## config.mk

```make
export PLATFORM = sky130hd
export DESIGN_NAME = ascon128_aead_core_top
export DESIGN_NICKNAME = d
export VERILOG_FILES = /design/src/rtl/ascon_pkg.sv /design/src/rtl/ascon128_aead_core_top.sv
export SDC_FILE = /design/constraint.sdc
export NUM_CORES = 2
export LEC_CHECK = 0
export BUFFER_PORTS_ARGS = -buffer_cell sky130_fd_sc_hd__buf_2
export CAP_MARGIN = 0
export CORE_MARGIN = 5
export CORE_UTILIZATION = 35
export DETAILED_ROUTE_END_ITERATION = 6
export PLACE_DENSITY_LB_ADDON = 0.05
export SLEW_MARGIN = 20
export SYNTH_ARGS = -nofsm -noshare
export SYNTH_HDL_FRONTEND = slang
export SYNTH_SLANG_ARGS = --single-unit
```

## constraint.sdc

```tcl
create_clock -name i_clk -period 11.35 [get_ports i_clk]
set_clock_uncertainty 0.15 [all_clocks]
set_input_delay 0 -clock i_clk [delete_from_list [all_inputs] [get_ports i_clk]]
set_output_delay 0 -clock i_clk [all_outputs]
set_load 0.005 [all_outputs]
```

## src/rtl/ascon_pkg.sv

```systemverilog
// ascon-128 aead core package: sequencer and phase types, register indexes,
// round function, byte mask and padding helpers. no dependencies.
`timescale 1ns / 1ps

package ascon_pkg;

    localparam int unsigned WordW    = 64;
    localparam int unsigned NumWords = 5;
    localparam logic [WordW-1:0] AsconIv = 64'h80400c0600000000;

    // config register indexes
    localparam logic [0:0] RegKeyUpper = 1'b0;
    localparam logic [0:0] RegKeyLower = 1'b1;

    typedef logic [NumWords-1:0][WordW-1:0] t_sponge;
    typedef logic [WordW-1:0] t_word;

    typedef enum logic [1:0] {
        MODE_START   = 2'd0,
        MODE_AD      = 2'd1,
        MODE_PAYLOAD = 2'd2,
        MODE_FINISH  = 2'd3
    } t_mode;

    typedef enum logic [2:0] {
        PH_IDLE     = 3'd0,
        PH_AD_EMPTY = 3'd1,
        PH_AD_OPEN  = 3'd2,
        PH_PT_OPEN  = 3'd3,
        PH_PT_DONE  = 3'd4
    } t_phase;

    typedef enum logic [2:0] {
        ST_IDLE = 3'd0,
        ST_PERM = 3'd1,
        ST_POST = 3'd2,
        ST_DATA = 3'd3,
        ST_FIN  = 3'd4,
        ST_OUT  = 3'd5
    } t_seq;

    // what to do after the permutation ends
    typedef enum logic [2:0] {
        FIN_START   = 3'd0,
        FIN_AD_FULL = 3'd1,
        FIN_AD_LAST = 3'd2,
        FIN_CLOSE   = 3'd3,
        FIN_DATA    = 3'd4,
        FIN_TAG     = 3'd5
    } t_fin;

    localparam logic [3:0] LastRound  = 4'd11;
    localparam logic [3:0] FirstP12   = 4'd0;
    localparam logic [3:0] FirstP6    = 4'd6;
    localparam logic [3:0] FullBlock  = 4'd8;

    function automatic logic [7:0] round_const(input logic [3:0] rnd);
        logic [7:0] c;
        case (rnd)
            4'd0:    c = 8'hf0;
            4'd1:    c = 8'he1;
            4'd2:    c = 8'hd2;
            4'd3:    c = 8'hc3;
            4'd4:    c = 8'hb4;
            4'd5:    c = 8'ha5;
            4'd6:    c = 8'h96;
            4'd7:    c = 8'h87;
            4'd8:    c = 8'h78;
            4'd9:    c = 8'h69;
            4'd10:   c = 8'h5a;
            4'd11:   c = 8'h4b;
            default: c = 8'h00;
        endcase
        return c;
    endfunction

    function automatic t_word rotr(input t_word v, input int unsigned n);
        return (v >> n) | (v << (WordW - n));
    endfunction

    function automatic t_sponge ascon_round(input t_sponge xi, input logic [3:0] rnd);
        t_sponge x;
        t_word   t0, t1, t2, t3, t4;
        x = xi;
        // constant addition and substitution layer
        x[2] = x[2] ^ {56'd0, round_const(rnd)};
        x[0] = x[0] ^ x[4];
        x[4] = x[4] ^ x[3];
        x[2] = x[2] ^ x[1];
        t0 = ~x[0] & x[1];
        t1 = ~x[1] & x[2];
        t2 = ~x[2] & x[3];
        t3 = ~x[3] & x[4];
        t4 = ~x[4] & x[0];
        x[0] = x[0] ^ t1;
        x[1] = x[1] ^ t2;
        x[2] = x[2] ^ t3;
        x[3] = x[3] ^ t4;
        x[4] = x[4] ^ t0;
        x[1] = x[1] ^ x[0];
        x[0] = x[0] ^ x[4];
        x[3] = x[3] ^ x[2];
        x[2] = ~x[2];
        // linear diffusion layer
        x[0] = x[0] ^ rotr(x[0], 19) ^ rotr(x[0], 28);
        x[1] = x[1] ^ rotr(x[1], 61) ^ rotr(x[1], 39);
        x[2] = x[2] ^ rotr(x[2], 1)  ^ rotr(x[2], 6);
        x[3] = x[3] ^ rotr(x[3], 10) ^ rotr(x[3], 17);
        x[4] = x[4] ^ rotr(x[4], 7)  ^ rotr(x[4], 41);
        return x;
    endfunction

    // leading valid bytes, first byte in the top bits
    function automatic t_word byte_mask(input logic [3:0] v);
        t_word m;
        case (v)
            4'd0:    m = 64'h0000000000000000;
            4'd1:    m = 64'hff00000000000000;
            4'd2:    m = 64'hffff000000000000;
            4'd3:    m = 64'hffffff0000000000;
            4'd4:    m = 64'hffffffff00000000;
            4'd5:    m = 64'hffffffffff000000;
            4'd6:    m = 64'hffffffffffff0000;
            4'd7:    m = 64'hffffffffffffff00;
            default: m = 64'hffffffffffffffff;
        endcase
        return m;
    endfunction

    // 0x80 right after the last valid byte
    function automatic t_word pad_word(input logic [3:0] v);
        t_word p;
        case (v)
            4'd0:    p = 64'h8000000000000000;
            4'd1:    p = 64'h0080000000000000;
            4'd2:    p = 64'h0000800000000000;
            4'd3:    p = 64'h0000008000000000;
            4'd4:    p = 64'h0000000080000000;
            4'd5:    p = 64'h0000000000800000;
            4'd6:    p = 64'h0000000000008000;
            4'd7:    p = 64'h0000000000000080;
            default: p = 64'h0000000000000000;
        endcase
        return p;
    endfunction

endpackage

```

## src/rtl/ascon128_aead_core_top.sv

```systemverilog
// ascon-128 aead core: sponge state, phase tracking and one shared round unit
// under a small sequencer. depends on ascon_pkg.
`timescale 1ns / 1ps

// usage
// - config channel (i_cfg_valid/o_cfg_ready, i_cfg_index, i_cfg_data) writes
//   key_upper (index 0) and key_lower (index 1); write only while idle
// - input stream s_axis_*: tuser carries mode and decrypt, tdata the nonce,
//   data block, expected tag and byte count
// - output stream m_axis_*: exactly one result item for every input item
// - the single round unit does one permutation round per cycle
// - start: 12 rounds, then the key step and the result item
// - associated data block: 6 rounds; full payload block: 6 rounds;
//   partial payload block: no rounds; closing open associated data first
//   adds 6 rounds
// - finish: 12 rounds (plus 6 when it also closes associated data)
// - out of sequence items and empty associated data go straight to output;
//   the next input item can be accepted in the cycle after the result is taken
// - one item at a time: s_axis_tready is low from acceptance until the
//   result item has been taken, so a stalled receiver holds the result
//   and blocks the next input item
// - synchronous reset clears the key, phase and direction; the block then
//   expects a start item

module ascon128_aead_core_top (
    input  logic         i_clk,
    input  logic         i_rst_n,
    // config write channel
    input  logic         i_cfg_valid,
    output logic         o_cfg_ready,
    input  logic [0:0]   i_cfg_index,
    input  logic [63:0]  i_cfg_data,
    // input items
    input  logic         s_axis_tvalid,
    output logic         s_axis_tready,
    // tdata: block_upper[63:0], block_lower[127:64], valid_bytes[131:128], zero
    input  logic [135:0] s_axis_tdata,
    // tuser: mode[1:0], decrypt[2]
    input  logic [2:0]   s_axis_tuser,
    // result items
    output logic         m_axis_tvalid,
    input  logic         m_axis_tready,
    // tdata: data_out[63:0], data_bytes[67:64], tag_upper[131:68],
    //        tag_lower[195:132], zero
    output logic [199:0] m_axis_tdata,
    // tuser: tag_match[0], status[1]
    output logic [1:0]   m_axis_tuser
);
    import ascon_pkg::*;

    t_seq    r_st, n_st;
    t_phase  r_phase, n_phase;
    t_fin    r_fin, n_fin;
    t_sponge r_x, n_x;
    logic [3:0] r_rnd, n_rnd;
    logic    r_dir, n_dir;
    t_word   r_key_up, r_key_lo;
    t_mode   r_mode, n_mode;
    t_word   r_bu, n_bu, r_bl, n_bl;
    logic [3:0] r_vb, n_vb;
    t_word   r_dout, n_dout;
    logic [3:0] r_dbytes, n_dbytes;
    t_word   r_tagu, n_tagu, r_tagl, n_tagl;
    logic    r_match, n_match, r_status, n_status;

    logic    in_acc;
    t_mode   in_mode;
    t_word   in_bu, in_bl;
    logic [3:0] in_vb;
    logic    in_bad;
    t_word   mask_v, tag_u, tag_l;

    assign o_cfg_ready   = 1'b1;
    assign s_axis_tready = (r_st == ST_IDLE);
    assign in_acc        = s_axis_tvalid & s_axis_tready;
    assign in_mode       = t_mode'(s_axis_tuser[1:0]);
    assign in_bu         = s_axis_tdata[63:0];
    assign in_bl         = s_axis_tdata[127:64];
    // counts above a full block act as a full block
    assign in_vb         = (s_axis_tdata[131:128] > FullBlock) ? FullBlock
                                                               : s_axis_tdata[131:128];

    always_comb begin
        case (in_mode)
            MODE_START:   in_bad = 1'b0;
            MODE_AD:      in_bad = !(r_phase == PH_AD_EMPTY || r_phase == PH_AD_OPEN);
            MODE_PAYLOAD: in_bad = (r_phase == PH_IDLE) || (r_phase == PH_PT_DONE);
            default:      in_bad = (r_phase == PH_IDLE);
        endcase
    end

    assign mask_v = byte_mask(r_vb);
    assign tag_u  = r_x[3] ^ r_key_up;
    assign tag_l  = r_x[4] ^ r_key_lo;

    assign m_axis_tvalid = (r_st == ST_OUT);
    assign m_axis_tdata  = {4'd0, r_tagl, r_tagu, r_dbytes, r_dout};
    assign m_axis_tuser  = {r_status, r_match};

    // next state
    always_comb begin
        n_st = r_st;
        unique case (r_st)
            ST_IDLE: begin
                if (in_acc) begin
                    if (in_bad) begin
                        n_st = ST_OUT;
                    end else begin
                        unique case (in_mode)
                            MODE_START: n_st = ST_PERM;
                            MODE_AD: begin
                                if (in_vb == 4'd0 && r_phase == PH_AD_EMPTY) begin
                                    n_st = ST_OUT;
                                end else begin
                                    n_st = ST_PERM;
                                end
                            end
                            MODE_PAYLOAD: begin
                                n_st = (r_phase == PH_AD_OPEN) ? ST_PERM : ST_DATA;
                            end
                            MODE_FINISH: begin
                                n_st = (r_phase == PH_AD_OPEN) ? ST_PERM : ST_FIN;
                            end
                        endcase
                    end
                end
            end
            ST_PERM: begin
                if (r_rnd == LastRound) begin
                    n_st = ST_POST;
                end
            end
            ST_POST: begin
                if (r_fin == FIN_CLOSE) begin
                    n_st = (r_mode == MODE_PAYLOAD) ? ST_DATA : ST_FIN;
                end else begin
                    n_st = ST_OUT;
                end
            end
            ST_DATA: n_st = (r_vb == FullBlock) ? ST_PERM : ST_OUT;
            ST_FIN:  n_st = ST_PERM;
            ST_OUT: begin
                if (m_axis_tready) begin
                    n_st = ST_IDLE;
                end
            end
            default: n_st = ST_IDLE;
        endcase
    end

    // datapath and outputs
    always_comb begin
        n_x      = r_x;
        n_phase  = r_phase;
        n_fin    = r_fin;
        n_rnd    = r_rnd;
        n_dir    = r_dir;
        n_mode   = r_mode;
        n_bu     = r_bu;
        n_bl     = r_bl;
        n_vb     = r_vb;
        n_dout   = r_dout;
        n_dbytes = r_dbytes;
        n_tagu   = r_tagu;
        n_tagl   = r_tagl;
        n_match  = r_match;
        n_status = r_status;
        unique case (r_st)
            ST_IDLE: begin
                if (in_acc) begin
                    n_mode   = in_mode;
                    n_bu     = in_bu;
                    n_bl     = in_bl;
                    n_vb     = in_vb;
                    n_dout   = '0;
                    n_dbytes = '0;
                    n_tagu   = '0;
                    n_tagl   = '0;
                    n_match  = 1'b0;
                    n_status = in_bad;
                    if (!in_bad) begin
                        unique case (in_mode) inside
                            MODE_START: begin
                                n_dir = s_axis_tuser[2];
                                n_x   = {in_bl, in_bu, r_key_lo, r_key_up, AsconIv};
                                n_rnd = FirstP12;
                                n_fin = FIN_START;
                            end
                            MODE_AD: begin
                                n_rnd = FirstP6;
                                if (in_vb == FullBlock) begin
                                    n_x[0] = r_x[0] ^ in_bl;
                                    n_fin  = FIN_AD_FULL;
                                end else if (in_vb == 4'd0 && r_phase == PH_AD_EMPTY) begin
                                    n_x[4]  = r_x[4] ^ 64'd1;
                                    n_phase = PH_PT_OPEN;
                                end else begin
                                    n_x[0] = r_x[0] ^ (in_bl & byte_mask(in_vb))
                                             ^ pad_word(in_vb);
                                    n_fin  = FIN_AD_LAST;
                                end
                            end
                            MODE_PAYLOAD, MODE_FINISH: begin
                                // close associated data first
                                if (r_phase == PH_AD_OPEN) begin
                                    n_x[0] = r_x[0] ^ pad_word(4'd0);
                                    n_rnd  = FirstP6;
                                    n_fin  = FIN_CLOSE;
                                end else if (r_phase == PH_AD_EMPTY) begin
                                    n_x[4]  = r_x[4] ^ 64'd1;
                                    n_phase = PH_PT_OPEN;
                                end
                            end
                        endcase
                    end
                end
            end
            ST_PERM: begin
                n_x   = ascon_round(r_x, r_rnd);
                n_rnd = r_rnd + 4'd1;
            end
            ST_POST: begin
                case (r_fin) inside
                    FIN_START: begin
                        n_x[3]  = tag_u;
                        n_x[4]  = tag_l;
                        n_phase = PH_AD_EMPTY;
                    end
                    FIN_AD_FULL: n_phase = PH_AD_OPEN;
                    FIN_AD_LAST, FIN_CLOSE: begin
                        n_x[4]  = r_x[4] ^ 64'd1;
                        n_phase = PH_PT_OPEN;
                    end
                    FIN_TAG: begin
                        n_x[3]  = tag_u;
                        n_x[4]  = tag_l;
                        n_tagu  = tag_u;
                        n_tagl  = tag_l;
                        n_match = r_dir && (tag_u == r_bu) && (tag_l == r_bl);
                        n_phase = PH_IDLE;
                    end
                    default: ;
                endcase
            end
            ST_DATA: begin
                n_dbytes = r_vb;
                if (!r_dir) begin
                    n_x[0] = r_x[0] ^ (r_bl & mask_v);
                    n_dout = (r_x[0] ^ r_bl) & mask_v;
                end else begin
                    n_x[0] = (r_x[0] & ~mask_v) | (r_bl & mask_v);
                    n_dout = (r_x[0] ^ r_bl) & mask_v;
                end
                if (r_vb == FullBlock) begin
                    n_rnd = FirstP6;
                    n_fin = FIN_DATA;
                end else begin
                    n_x[0]  = n_x[0] ^ pad_word(r_vb);
                    n_phase = PH_PT_DONE;
                end
            end
            ST_FIN: begin
                // an open payload gets its lone padding byte
                if (r_phase == PH_PT_OPEN) begin
                    n_x[0] = r_x[0] ^ pad_word(4'd0);
                end
                n_x[1] = r_x[1] ^ r_key_up;
                n_x[2] = r_x[2] ^ r_key_lo;
                n_rnd  = FirstP12;
                n_fin  = FIN_TAG;
            end
            ST_OUT: ;
            default: ;
        endcase
    end

    always_ff @(posedge i_clk) begin
        if (!i_rst_n) begin
            r_st     <= ST_IDLE;
            r_phase  <= PH_IDLE;
            r_dir    <= 1'b0;
            r_key_up <= '0;
            r_key_lo <= '0;
            r_fin    <= FIN_START;
            r_rnd    <= '0;
            r_mode   <= MODE_START;
        end else begin
            r_st    <= n_st;
            r_phase <= n_phase;
            r_dir   <= n_dir;
            r_fin   <= n_fin;
            r_rnd   <= n_rnd;
            r_mode  <= n_mode;
            if (i_cfg_valid && o_cfg_ready) begin
                if (i_cfg_index == RegKeyUpper) begin
                    r_key_up <= i_cfg_data;
                end else begin
                    r_key_lo <= i_cfg_data;
                end
            end
        end
    end

    always_ff @(posedge i_clk) begin
        r_x      <= n_x;
        r_bu     <= n_bu;
        r_bl     <= n_bl;
        r_vb     <= n_vb;
        r_dout   <= n_dout;
        r_dbytes <= n_dbytes;
        r_tagu   <= n_tagu;
        r_tagl   <= n_tagl;
        r_match  <= n_match;
        r_status <= n_status;
    end

endmodule
```

=== Word level (Yosys, flattened, before mapping) ===
Memories as Yosys holds them, arrays and structs flattened. A register that Yosys moved wholly into a read port is not among the register bits.
Index checks and enable logic that the tools add are counted.
W data, S select, Z words.

* Word-level logic and storage cells: 288
* Memories: 5
* Output and inout bits: 205
* Memory bits (read-only): 1,152
* Register bits after elaboration: 794
* Input port bits: 209

{| class="wikitable"
|+ Memories
! memory !! words !! width !! read ports !! clocked after Yosys merged registers in !! wr ports !! line !! source
|-
| (no name shown) || 8 || 56 || 1 || 0 || 0 || ascon_pkg.sv:116 || <nowiki>case (v)</nowiki>
|-
| (no name shown) || 8 || 56 || 1 || 1 || 0 || ascon_pkg.sv:116 ||
|-
| (no name shown) || 16 || 8 || 1 || 1 || 0 || ascon_pkg.sv:59 || <nowiki>case (rnd)</nowiki>
|-
| (no name shown) || 8 || 8 || 1 || 0 || 0 || ascon_pkg.sv:133 || <nowiki>case (v)</nowiki>
|-
| (no name shown) || 8 || 8 || 1 || 1 || 0 || ascon_pkg.sv:133 ||
|}

* Equality and inequality tests: 48
* Muxes and demuxes: 107
* Bitwise gates (word level): 65
* $lt $le $gt $ge: 1
* Reduce and logical (&&, ||, !) cells: 37
* Add/sub/neg operators: 1

{| class="wikitable"
|+ Operators by type and width
! cell !! count
|-
| $mux W64 || 38
|-
| $xor A64 B64 Y64 || 31
|-
| $pmux W128 S3 || 2
|-
| $mux W320 || 2
|-
| $and A64 B64 Y64 || 9
|-
| $not A64 Y64 || 7
|-
| $pmux W64 S2 || 3
|-
| $pmux W64 S3 || 2
|-
| $pmux W64 S4 || 1
|-
| $mux W192 || 1
|-
| $eq A64 B64 Y1 || 2
|-
| $mux W3 || 28
|-
| $or A23 B64 Y64 || 1
|-
| $or A25 B64 Y64 || 1
|-
| $or A3 B64 Y64 || 1
|-
| $or A36 B64 Y64 || 1
|-
| $or A45 B64 Y64 || 1
|-
| $or A47 B64 Y64 || 1
|-
| $or A54 B64 Y64 || 1
|-
| $or A57 B64 Y64 || 1
|-
| $or A58 B64 Y64 || 1
|-
| $or A63 B64 Y64 || 1
|-
| $or A64 B64 Y64 || 1
|-
| $xor A64 B8 Y64 || 1
|-
| 48 further kinds || 121
|}

=== Depth between registers and ports, before layout ===
* Depth in word-level cells: 19
* Mapped depth: 9
* Gate-level depth less buffers: 8

=== Least setup slack after synthesis ===
No wires, ideal clock.

* Path kind: register to register
* From: register r_st[1]
* To: register r_match (enable)
* Data required time: 10,392 ps
* Setup slack: -175 ps
* Setup time: 808 ps
* Buffers on the path: 3
* Cell stages (with the launch flop): 6
* Clock period less this slack: 11,525 ps
* Arrival time: 10,567 ps
* Cell sequence: dfxtp_1 clkbuf_1 clkbuf_1 clkbuf_1 nand3_1 a211oi_1

* Cells in the longest elaborated chain, start to end: 4
* Elaborated cells on any way between the ends: 10
* Those cells by class: eq/ne (6); bitwise (1); reduce/logical (3)

{| class="wikitable"
|+ Ends and longest elaborated chain
! item !! line !! source
|-
| from (decl) || ascon128_aead_core_top.sv:51 || <nowiki>t_seq r_st, n_st;</nowiki>
|-
| from (signal assigned) || ascon128_aead_core_top.sv:288 || <nowiki>r_st <= n_st;</nowiki>
|-
| $logic_not A3 Y1 || ascon128_aead_core_top.sv:74, ascon128_aead_core_top.sv:168 ||
|-
| $and A1 B1 Y1 || ascon128_aead_core_top.sv:75 || <nowiki>assign in_acc = s_axis_tvalid & s_axis_tready;</nowiki>
|-
| $ne A2 B1 Y1 (no source line) || -- ||
|-
| $reduce_and A6 Y1 (no source line) * || -- ||
|-
| to (signal assigned) || ascon128_aead_core_top.sv:313 || <nowiki>r_match <= n_match;</nowiki>
|-
| to (decl) || ascon128_aead_core_top.sv:64 || <nowiki>logic r_match, n_match, r_status, n_status;</nowiki>
|}

Every way passes the cells marked *; elsewhere a longest branch is shown, timed or not.
A chain may end at the register's enable or synchronous reset.

==> impl_metrics.tcl <==
set metrics [dict create \
    violations "DRC" \
    detail_route.vias_per_cell 5.89 \
    drtPass1Iterations 7 \
    num_io_pins 414 \
    timing.rr.end "r_x[148]$_DFFE_PP_" \
    antenna_left 0 \
    dieHeight_um 397 \
    synth.area.top_cells "edfxtp_1 (37%), xnor2_1 (17%), dfxtp_1 (6.3%)" \
    cts-buffers-inserted 101 \
    h-tree-depth 3 \
    r2r_start "r_st[0]$_SDFFE_PN0P_" \
    dpl_cell_area_mm2 0.0573 \
    worstSetupEndpoint "r_x[148]$_DFFE_PP_" \
    grt_pass1_vias 42500 \
    track_usage_pct 37.2 \
    synth.cell_area_mm2 0.0524 \
    wl_met1_mm 131 \
    rows 142 \
    dp.cells 7379 \
    fin_tns_setup_ns 0 \
    wl_per_cell_um 38.0 \
    detail_route.wirelength_mm 303 \
    worstSetupStartpoint "r_st[0]$_SDFFE_PN0P_" \
    fmax_mhz 226 \
    postCtsSetupBuffers 0 \
    cts_tree "done" \
    root_buffer "clkbuf_16" \
    wl_met3_mm 32.7 \
    num_vias 47100 \
    met2_length_mm 121 \
    dieWidth_um 397 \
    synth_area_per_cell_um2 10.2 \
    ys_seq_area_share_pct 43.6 \
    grt_pass1_wl_mm 396 \
    synth_flop_cell "edfxtp_1" \
    crit_fanout 85 \
    reg2regPathDepth 6 \
    ys_types 72 \
    hold_path.class "input port to flop" \
    hold_viol_final 0 \
    coreArea_mm2 0.149 \
    drt_iter0_drc 7171 \
    highest_layer "met5" \
    drc 2 \
    drive_gt1_share_pct 13.2 \
    startpoint_type "flop" \
    numPortBuffers 404 \
    cts.sinks 816 \
    setup_viol 0 \
    clk_latency_ns 0.75 \
    area_growth_pct 23.7 \
    synth_top_area_share_pct 37.3 \
    clk_pin_slew_worst_paths_ns 0.07 \
    grt_max_degree 131 \
    rsz0062_at_grt "no" \
    synthCells 5157 \
    final_cells 7988 \
    crit_type "flop to flop" \
    final_cell_area_mm2 0.0648 \
    place.gp.congestion 1.05 \
    arrival_ns 4.71 \
    ys_ff_latch 816 \
    tightest_slew_ns 1.32 \
    slew_headroom_pct 11.4 \
    rrSetupSlack_ns 6.93 \
    yosysWarnings 0 \
    synth_edf_count 650 \
    clockBufferDepth 3 \
    antenna_found_initial 18 \
    final_core_util_pct 43.4 \
    hpwl_mm 237 \
    initial_core_util_pct 35.1 \
    maxCapViolations 0 \
    nets 6283 \
    min_period_ns 4.42 \
    async_reset_ff_share_pct 0 \
    die-area_mm2 0.157 \
    synth_top_area_cell "edfxtp_1" \
    drv_slew 0 \
    fin_crit_sh_pct 39.0 \
    grt-ovfl-total 0 \
    crit_required_ns 11.63 \
    status "complete, but fails checks" \
    fillers 14600 \
    critPathCaptureType "flop" \
]
-- state kept, by name, indices dropped and copies added, names as in the netlist, named ones only --
register / flops
r_bl: 64
r_bu: 64
r_dbytes: 4
r_dir: 1
r_dout: 64
r_fin: 3
r_key_lo: 64
r_key_up: 64
r_match: 1
r_mode: 2
r_phase: 3
r_rnd: 4
r_st: 3
r_status: 1
r_tagl: 64
r_tagu: 64
r_vb: 4
r_x: 320
-- worst min-delay path by stage --
| stage | start | to | slack [ns] | cells after the start |
|---|---|---|---|---|
| floorplan | s_axis_tdata[64] | r_bl[0]$_DFFE_PP_ | -0.05 | 0 |
| global placement | s_axis_tdata[42] | r_bu[42]$_DFFE_PP_ | 0.04 | 1 |
| detailed placement | s_axis_tdata[30] | r_bu[30]$_DFFE_PP_ | 0.04 | 1 |
| CTS | i_cfg_data[25] | r_key_lo[25]$_SDFFE_PN0P_ | 0.0004 | 4 |
| global route | s_axis_tdata[61] | r_x[253]$_DFFE_PP_ | 0.05 | 3 |
| finish | s_axis_tdata[61] | r_x[253]$_DFFE_PP_ | 0.02 | 3 |
-- metrics by stage --
stage               hold WS [ns]  setup slack (ns)
finish                    0.0215              6.93
global route              0.0453              6.90
CTS                     0.000417              7.01
detailed placement        0.0447              7.03
global placement          0.0437              7.04
floorplan                -0.0511              3.42
-- metal layers --
metal  global-route usage [%]  vias to the layer above
met1                     54.4                    23900
li1                         -                    19700
met2                     52.1                     2982
met3                     7.35                      442
met4                     18.6                        2
met5                        0                        -
-- Yosys cell counts, types with 65 or more instances --
library cell,instances
and3_1,77
o21ai_0,177
a221o_1,83
ha_1,129
clkbuf_1,245
nand2_1,656
a21oi_1,322
o22ai_1,144
o211a_1,65
xor2_1,300
dfxtp_1,166
xnor2_1,1044
inv_1,154
o221ai_1,84
nor2_1,318
edfxtp_1,650
-- cells in the final DEF (no fill, tap or decap), types with 14 or more instances in the layout --
master,n
xor2_1,296
nand3_1,20
a21oi_1,320
a32oi_1,53
buf_2,404
a221o_1,83
o21ai_0,177
o211a_1,65
dlygate4sd3_1,407
and2_1,44
inv_1,154
nor2b_1,48
a22oi_1,34
xnor2_2,14
o211ai_1,14
o22ai_1,144
o221ai_1,84
xnor3_1,58
mux2i_1,49
edfxtp_1,650
clkbuf_16,105
buf_4,159
xnor2_1,1030
dfxtp_1,165
nand2_1,651
nor2_1,313
ha_1,129
clkbuf_1,19
and3_1,77
-- area by class of cell --
cell class / instances / area, um2 / area share [%]
Antenna cell: 13 / 32.5 / 0.0502
Clock buffer: 131 / 2800 / 4.31
Clock inverter: 58 / 629 / 0.971
Inverter: 158 / 601 / 0.927
Multi-Input combinational cell: 3894 / 28100 / 43.4
Sequential cell: 816 / 22800 / 35.3
Tap cell: 1944 / 2430 / 3.75
Timing Repair Buffer: 974 / 7370 / 11.4
-- critical path, cell delays in order (launching register included) --
cell,delay (ns)
dfxtp_1,0.53
nor2_1,0.59
nand2_2,0.76
nand2_8,0.90
buf_4,0.67
o211a_1,0.26
o22ai_1,0.08
-- cells by family (layout without fill, tap and decap cells) --
kind of cell             Yosys count  count (layout)  share of synthesized area [%]
other                              2              18                         0.0143
adder cells (fa/ha/maj)          136             136                           3.22
AND/OR/NAND/NOR                 1252            1252                           10.3
AO/OA/AOI/OAI                   1042            1042                           13.3
multiplexers                      51              51                          0.980
flip-flops                       816             816                           43.6
XOR/XNOR                        1408            1408                           25.2
buffers and inverters            450            1321                           3.29
-- timing repair --
action	in CTS	in global routing
hold buffers	407	0
hold endpoints to repair	503	0
gates resized for setup	0	0
Power is left out: the tool's default activity adds up to more than one toggle a clock period on the data nets, which glitch-free logic cannot reach.
